`src/sv/cpl3d_pkg.sv`:
```
// Shared widths, codes and types for the closest-points-between-two-lines block.
package cpl3d_pkg;

	// Coordinate format and derived datapath widths.
	localparam int CW   = 32;
	localparam int FB   = 16;
	localparam int DW   = CW + 1;
	localparam int DOTW = 2 * DW + 2;
	localparam int WW   = 2 * DOTW;
	localparam int WN   = WW + DW + 1;

	// Wide multiplier geometry.
	localparam int LIMB    = 34;
	localparam int MUL_AW  = WW;
	localparam int MUL_BW  = DOTW;
	localparam int MUL_NA  = (MUL_AW + LIMB - 1) / LIMB;
	localparam int MUL_NB  = (MUL_BW + LIMB - 1) / LIMB;
	localparam int MUL_PW  = MUL_AW + MUL_BW;
	localparam int MUL_LAT = 5;

	// Rounding divider geometry.
	localparam int QB      = CW + 2;
	localparam int QW      = QB + 2;
	localparam int DIV_LAT = QB + 2;

	// Configuration registers.
	localparam int ZTW = 16;
	localparam int MLW = 31;
	localparam int PAW = 4;
	localparam logic [1:0] REG_ZERO_THRESHOLD    = 2'd0;
	localparam logic [1:0] REG_MIN_RESULT_LENGTH = 2'd1;
	localparam logic [1:0] REG_LENGTH_CHECK_OFF  = 2'd2;

	typedef enum logic [1:0] {
		ST_OK,
		ST_PARALLEL,
		ST_NO_SOLUTION,
		ST_TOO_SHORT
	} status_t;

	typedef struct packed {
		logic [ZTW-1:0] zero_threshold;
		logic [MLW-1:0] min_result_length;
		logic           length_check_off;
	} cfg_t;

endpackage

```
`src/sv/cpl3d_cfg.sv`:
```
// APB-style configuration register file.
module cpl3d_cfg (
	input  logic                          clk,
	input  logic                          arst_n,
	input  logic                          psel,
	input  logic                          penable,
	input  logic                          pwrite,
	input  logic [cpl3d_pkg::PAW-1:0]     paddr,
	input  logic [31:0]                   pwdata,
	output logic [31:0]                   prdata,
	output logic                          pready,
	output cpl3d_pkg::cfg_t               cfg
);
	cpl3d_pkg::cfg_t cfg_q;
	logic [1:0]      idx;

	assign idx    = paddr[3:2];
	assign pready = 1'b1;
	assign cfg    = cfg_q;

	always_ff @(posedge clk or negedge arst_n) begin
		if (!arst_n) begin
			cfg_q.zero_threshold    <= cpl3d_pkg::ZTW'(1);
			cfg_q.min_result_length <= cpl3d_pkg::MLW'(1);
			cfg_q.length_check_off  <= 1'b0;
		end else if (psel && penable && pwrite && pready) begin
			case (idx)
				cpl3d_pkg::REG_ZERO_THRESHOLD: begin
					cfg_q.zero_threshold <= pwdata[cpl3d_pkg::ZTW-1:0];
				end
				cpl3d_pkg::REG_MIN_RESULT_LENGTH: begin
					cfg_q.min_result_length <= pwdata[cpl3d_pkg::MLW-1:0];
				end
				cpl3d_pkg::REG_LENGTH_CHECK_OFF: begin
					cfg_q.length_check_off <= pwdata[0];
				end
				default: begin
				end
			endcase
		end
	end

	always_comb begin
		case (idx)
			cpl3d_pkg::REG_ZERO_THRESHOLD:    prdata = 32'(cfg_q.zero_threshold);
			cpl3d_pkg::REG_MIN_RESULT_LENGTH: prdata = 32'(cfg_q.min_result_length);
			cpl3d_pkg::REG_LENGTH_CHECK_OFF:  prdata = 32'(cfg_q.length_check_off);
			default:                          prdata = '0;
		endcase
	end

endmodule

```
`config.mk`:
```
export PLATFORM = sky130hd
export DESIGN_NAME = cpl3d_cfg
export DESIGN_NICKNAME = d
export VERILOG_FILES = /design/src/sv/cpl3d_pkg.sv /design/src/sv/cpl3d_cfg.sv
export SDC_FILE = /design/constraint.sdc
export NUM_CORES = 1
export LEC_CHECK = 0
export ABC_AREA = 1
export BUFFER_PORTS_ARGS = -buffer_cell sky130_fd_sc_hd__buf_2
export CAP_MARGIN = 30
export CORE_UTILIZATION = 32
export CTS_CLUSTER_SIZE = 16
export DETAILED_ROUTE_END_ITERATION = 10
export PLACE_DENSITY = 0.69
export SYNTH_ARGS = -nofsm -noshare
export SYNTH_HDL_FRONTEND = slang
export SYNTH_SLANG_ARGS = --single-unit
```
`constraint.sdc`:
```
create_clock -name clk -period 1 [get_ports clk]
set_input_delay 0.05 -clock clk [delete_from_list [all_inputs] [get_ports clk]]
set_output_delay 0.05 -clock clk [all_outputs]
set_load 0.005 [all_outputs]
```
==> results of run 1 <==
==> worst paths after layout <==
| path | start | to | slack (ps) | cells after the start |
|---|---|---|---|---|
| worst min register to register | cfg[32] | cfg[32] | 480 | 2 |
| worst max-delay path | cfg[1] | prdata[0] | -120 | 3 |
| worst max register to register | cfg[38] | cfg[38] | 240 | 3 |
| min in group asynchronous | arst_n | cfg[29] | 260 | 3 |
| max in group asynchronous | arst_n | cfg[32] | 480 | 3 |
| worst min-delay path | paddr[2] | cfg[0] | 160 | 4 |
==> area by class of cell <==
cell class,count,area share [%]
Sequential cell,48,34.26
Multi-Input combinational cell,222,24.89
Inverter,19,2.030
Timing Repair Buffer,177,32.55
Tap cell,96,3.419
Clock buffer,8,2.849
==> power breakdown <==
part | internal, mW | switching (mW) | total [mW]
sequential | 2.35 | 0.313 | 2.66
clock | 0.631 | 0.597 | 1.23
combinational | 0.875 | 0.707 | 1.58
total | 3.86 | 1.62 | 5.47
==> worst max-delay path, cell delays in order (launching register included) <==
cell and delay (ps):
dfstp_2 550, nand2_1 50, nand3_1 70, buf_2 110
==> Yosys cell counts <==
master	number	share of area (%)
nor2_2	2	0.55
buf_6	4	2.0
nand2_4	2	1.0
inv_2	2	0.33
buf_4	7	2.3
dfrtp_1	46	51
nand3_1	3	0.67
nand2_2	1	0.28
clkbuf_1	1	0.17
nand2_1	194	32
nor2_1	16	2.7
nor2_4	2	1.0
inv_1	17	2.8
dfstp_2	2	2.3
buf_2	1	0.22
conb_1	2	0.33
==> stage by stage <==
| stage | setup TNS [ps] | total power, mW |
|---|---|---|
| 2_1_floorplan | 0 | 3.213 |
| 3_3_place_gp | -140.1 | 3.934 |
| 3_5_place_dp | -1241 | 3.975 |
| 4_1_cts | -150.3 | 5.352 |
| 5_1_grt | -1280 | 5.886 |
| 6_report | -126.1 | 5.474 |
==> cells by family (layout without fill, tap and decap cells) <==
| group | after synthesis | after routing | share of synthesized area (%) |
|---|---|---|---|
| buffers and inverters | 32 | 204 | 7.875 |
| DFF | 48 | 48 | 53.36 |
| and+or+nand+nor | 220 | 220 | 38.44 |
| other | 2 | 2 | 0.3329 |
==> metal layers <==
layer	wire, um	vias to the layer above	track usage [%]	share of wire [%]
met4	48	0	3.788	0.75
li1	-	1217	-	-
met5	0	-	0	0
met2	3256	98	31.02	51
met1	2666	1077	20.34	42
met3	392	5	4.139	6.2
==> what timing repair did <==
action,CTS,global route
hold buffers,32,0
hold endpoints to repair,95,0
pin swaps,6,28
setup buffers,2,16
setup endpoints to repair,7,32
==> results.yml, run 1 <==
clock_tree:
  cts-buffers-inserted: 5
  clockBufferDepth: 2
  cts_tree: "done"
  clk_latency_ps: 290
  post_cts_resized: 0
  htreeDepth: 2
  clkSlewWorstSetupHoldPaths_ps: 80
  cts-root-buf: "clkbuf_8"
  cts_sinks: 48
hold_path:
  hp-class: "in -> reg"
logic_synthesis:
  synth_area_mm2: 0.002256
  ys_ff_latch: 48
  syn_avg_cell_area_um2: 7.470
  yosys_warnings: 0
  netlist_instances: 302
  synth_seq_area_share_pct: 53.36
  synth.distinct_cells: 16
  syn_nets: 343
placed_design:
  dp.cells: 512
  portBuffers: 116
  placed_cell_area_mm2: 0.002958
  place_ws_ps: -42.93
  hpwl_um: 4132
  gp_congestion: 0.7323
grt:
  grt_pass1_vias: 2106
  grt_pass1_wl_um: 9742
  grt.overflow.total: 0
  grt_max_degree: 49
  antenna_found_initial: 0
  track_usage_pct: 17.08
timing:
  setup_viol: 3
  period_share_pct: 111.9
  timing.final.ws_setup_ps: -119.0
  fin_hold_ws_ps: 157.2
  fin_crit_ps: 1119
  hold_viol: 0
  slew_violations: 0
  clock_skew_ps: 0
  rsz0062_at_grt: "yes"
  clock.fmax_mhz: 893.6
final_layout:
  n_antenna_cell: 0
  utilization_pct: 51.71
  nets: 514
  largest_register_ffs: 48
  area_delta_synth_final_pct: 55.74
  mostFrequentLayoutCells: "nand2_1, buf_2, dfrtp_1"
  finish.instance_area_mm2: 0.003513
  multi_input_area_um2: 874.6
  final_common_cell: "nand2_1"
  drive_gt1_share_pct: 34.39
  n_fill_cell: 644
  final_cells: 570
  seqCellArea_mm2: 0.001204
floorplanning:
  start_util_pct: 33.20
  row_count: 30
  io_pins: 122
  die_y_um: 85.96
  dieArea_mm2: 0.007389
  core_mm2: 0.006794
  die_x_um: 85.96
detailed_routing:
  vias_per_cell: 4.205
  drt_iter0_markers: 105
  ant_nets: 0
  vias: 2397
  post_drt_wl_per_cell_um: 11.16
  wirelength_um: 6363
  drc: 0
  first_pass_iters: 4
power:
  leakagePower_nw: 2.143
  vdd_ir_drop_max_v: 0.0007567
  power.density_mw_per_mm2: 1558
worst_setup_path:
  worstSetupStartpointType: "flip-flop"
  required_ps: 950
  worst_ep_arrival_time_ps: 1070
  crit_fanout: 3
  worstSetupPathType: "reg -> out"
  endpoint_kind: "output pin"
flow_run:
  max_cap_violations: 0
status:
  status: "finished with violations"
  violations: "negative setup slack"
Power figures use the tool's default switching activity.
==> run 2, diff against run 1 <==
ABC_AREA = not set   (was 1)
==> run 2 against run 1 <==
  * The flow still finishes with violations (negative setup slack)
  * Final area grew 8.7%
  * Non-clock buffer count grew 8
  * Via count shrank 19%
  * Synthesized area shrank 0.94%
  * Sequential cell count is the same
  * Critical path depth is the same
  * Critical endpoint unchanged
  * Highest routed layer unchanged
==> results.yml, run 2 <==
status:
  status: "finished with violations"
  violations: "negative setup slack"
logic_synthesis:
  netlist_top_cells_count: "dfrtp_1, mux2_2, mux2i_1"
  synth_top_area_share_pct: 51.51
  yosys.area.top_type: "dfrtp_1"
  synth_area_mm2: 0.002235
  syn_avg_cell_area_um2: 13.79
  ys_top_cells_by_area: "dfrtp_1, mux2_2, mux2i_1"
  synth-main-ff-cell: "dfrtp_1"
  synth_seq_area_share_pct: 53.86
  synth_edf_count: 0
  ys_ff_latch: 48
  synth.distinct_cells: 18
  netlist_instances: 162
  synth-async-reset-ratio_pct: 100.0
  yosys_warnings: 0
  syn_nets: 203
grt:
  track_usage_pct: 16.51
  antenna_found_initial: 0
  grt_max_degree: 49
  grt.overflow.total: 0
  grt_pass1_vias: 1998
  grt_pass1_wl_um: 9363
worst_setup_path:
  worst_ep_arrival_time_ps: 1130
  crit_fanout: 2
  startpoint: "cfg[1]"
  worstSetupPathType: "reg -> out"
  worst-path-buf-inv: 1
  worstPathCellList: "mux2i_1, o21ai_1, buf_2"
  endpoint_kind: "output pin"
  reg2reg_depth: 2
  worstSetupStartpointType: "flip-flop"
  cpMaxStageDelayCell: "dfstp_2"
  cpLargestDelayFamily: "flip-flops"
  critical_path.max_stage_delay_ps: 540
  cp_num_cells: 3
  r2r_slack_ps: 90
  r2r_start: "cfg[11]"
  required_ps: 950
detailed_routing:
  vias_per_cell: 4.561
  drt-met1-wl_um: 2387
  highest_layer: "met4"
  first_pass_iters: 6
  post_drt_wl_per_cell_um: 14.30
  wirelength_um: 6065
  drc: 0
  vias: 1934
  drt_iter0_markers: 55
  wl_met2_um: 3339
  ant_nets: 0
  wl_met3_um: 254
hold_path:
  hp-class: "in -> reg"
  hold_path_startpoint: "pwdata[0]"
  whs_path_depth: 2
power:
  power.density_mw_per_mm2: 1758
  leakagePower_nw: 1.950
  vdd_ir_drop_max_v: 0.0008660
timing:
  rsz0062_at_grt: "yes"
  slew_violations: 0
  clock.fmax_mhz: 850.4
  period_share_pct: 117.6
  fin_crit_ps: 1176
  setup_viol: 20
  timing.final.ws_setup_ps: -175.9
  clock_skew_ps: 0
  hold_viol: 0
final_layout:
  finish.instance_area_mm2: 0.003817
  utilization_pct: 56.50
  area_delta_synth_final_pct: 70.83
  mostFrequentLayoutCells: "buf_2, dfrtp_1, mux2_2"
  largest_register_ffs: 48
  drive_gt1_share_pct: 62.50
  nets: 384
  final_common_cell: "buf_2"
  n_antenna_cell: 0
clock_tree:
  clk_latency_ps: 300
  cts_tree: "done"
  cts-buffers-inserted: 5
  htreeDepth: 2
  cts-root-buf: "clkbuf_8"
  cts_sinks: 48
  clockBufferDepth: 2
  clkSlewWorstSetupHoldPaths_ps: 90
placed_design:
  hpwl_um: 3666
  place_ws_ps: -245.2
  portBuffers: 116
  placed_cell_area_mm2: 0.002937
  gp_congestion: 0.6734
flow_run:
  max_cap_violations: 0
floorplanning:
  core_mm2: 0.006756
  die_x_um: 85.57
  row_count: 30
  io_pins: 122
  die_y_um: 85.57
  start_util_pct: 33.07
  dieArea_mm2: 0.007321
-- run 2: changes by cell type after synthesis, sizes merged, moves of 2 or more --
cell,delta
nand3,-2
buf,-3
mux2,+48
and2,+15
nor2,-5
mux2i,+16
inv,-19
nand2,-197
nor3b,+2
-- run 2: worst paths after layout --
path | endpoint
setup / recovery | prdata[0]
hold / removal | cfg[0]
setup reg to reg | cfg[11]
hold reg to reg | cfg[30]
max in group asynchronous | cfg[1]
min in group asynchronous | cfg[26]
-- run 2: where the power goes --
part | switching, mW | total (mW) | internal [mW]
registers | 0.318 | 2.73 | 2.41
logic | 0.811 | 2.47 | 1.66
clock network | 0.635 | 1.52 | 0.883
-- run 2: cell families after synthesis --
kind of cell           share of synthesized area, %
AND/OR/NAND/NOR                               10.02
AO/OA/AOI/OAI                                0.2237
multiplexers                                  31.35
other                                        0.3361
flip-flops                                    53.86
buffers and inverters                         4.199
-- run 2: per-stage QoR --
| stage | TNS [ps] | total power [mW] | hold slack [ps] | instances |
|---|---|---|---|---|
| 3_3_place_gp | -7250 | 4.237 | 52.70 | 357 |
| 4_1_cts | -1611 | 6.301 | 5.782 | 418 |
| 2_1_floorplan | -1236 | 3.452 | -245.6 | 162 |
| 6_report | -1374 | 6.712 | 26.29 | 424 |
| 3_5_place_dp | -8366 | 4.301 | 60.51 | 357 |
| 5_1_grt | -3661 | 7.133 | 4.601 | 424 |
-- run 2: what timing repair did --
item / 4_1_cts / 5_1_grt
pin swaps: 1 / 4
endpoints found under the hold margin: 91 / 0
endpoints found under the setup margin: 33 / 52
hold buffers: 31 / 0
gates resized for setup: 5 / 41
setup buffers: 22 / 8
-- run 2: cell type report --
type	instances	area (um2)
Multi-Input combinational cell	103	954.7
Fill cell	589	2939
Tap cell	80	100.1
Clock inverter	1	30.03
Clock buffer	7	96.34
Sequential cell	48	1204
Timing Repair Buffer	185	1433
-- run 2: metal layers --
layer	vias up	track usage (%)
li1	914	-
met1	945	18.31
met2	67	31.05
met3	8	3.657
met4	0	5.606
met5	-	0
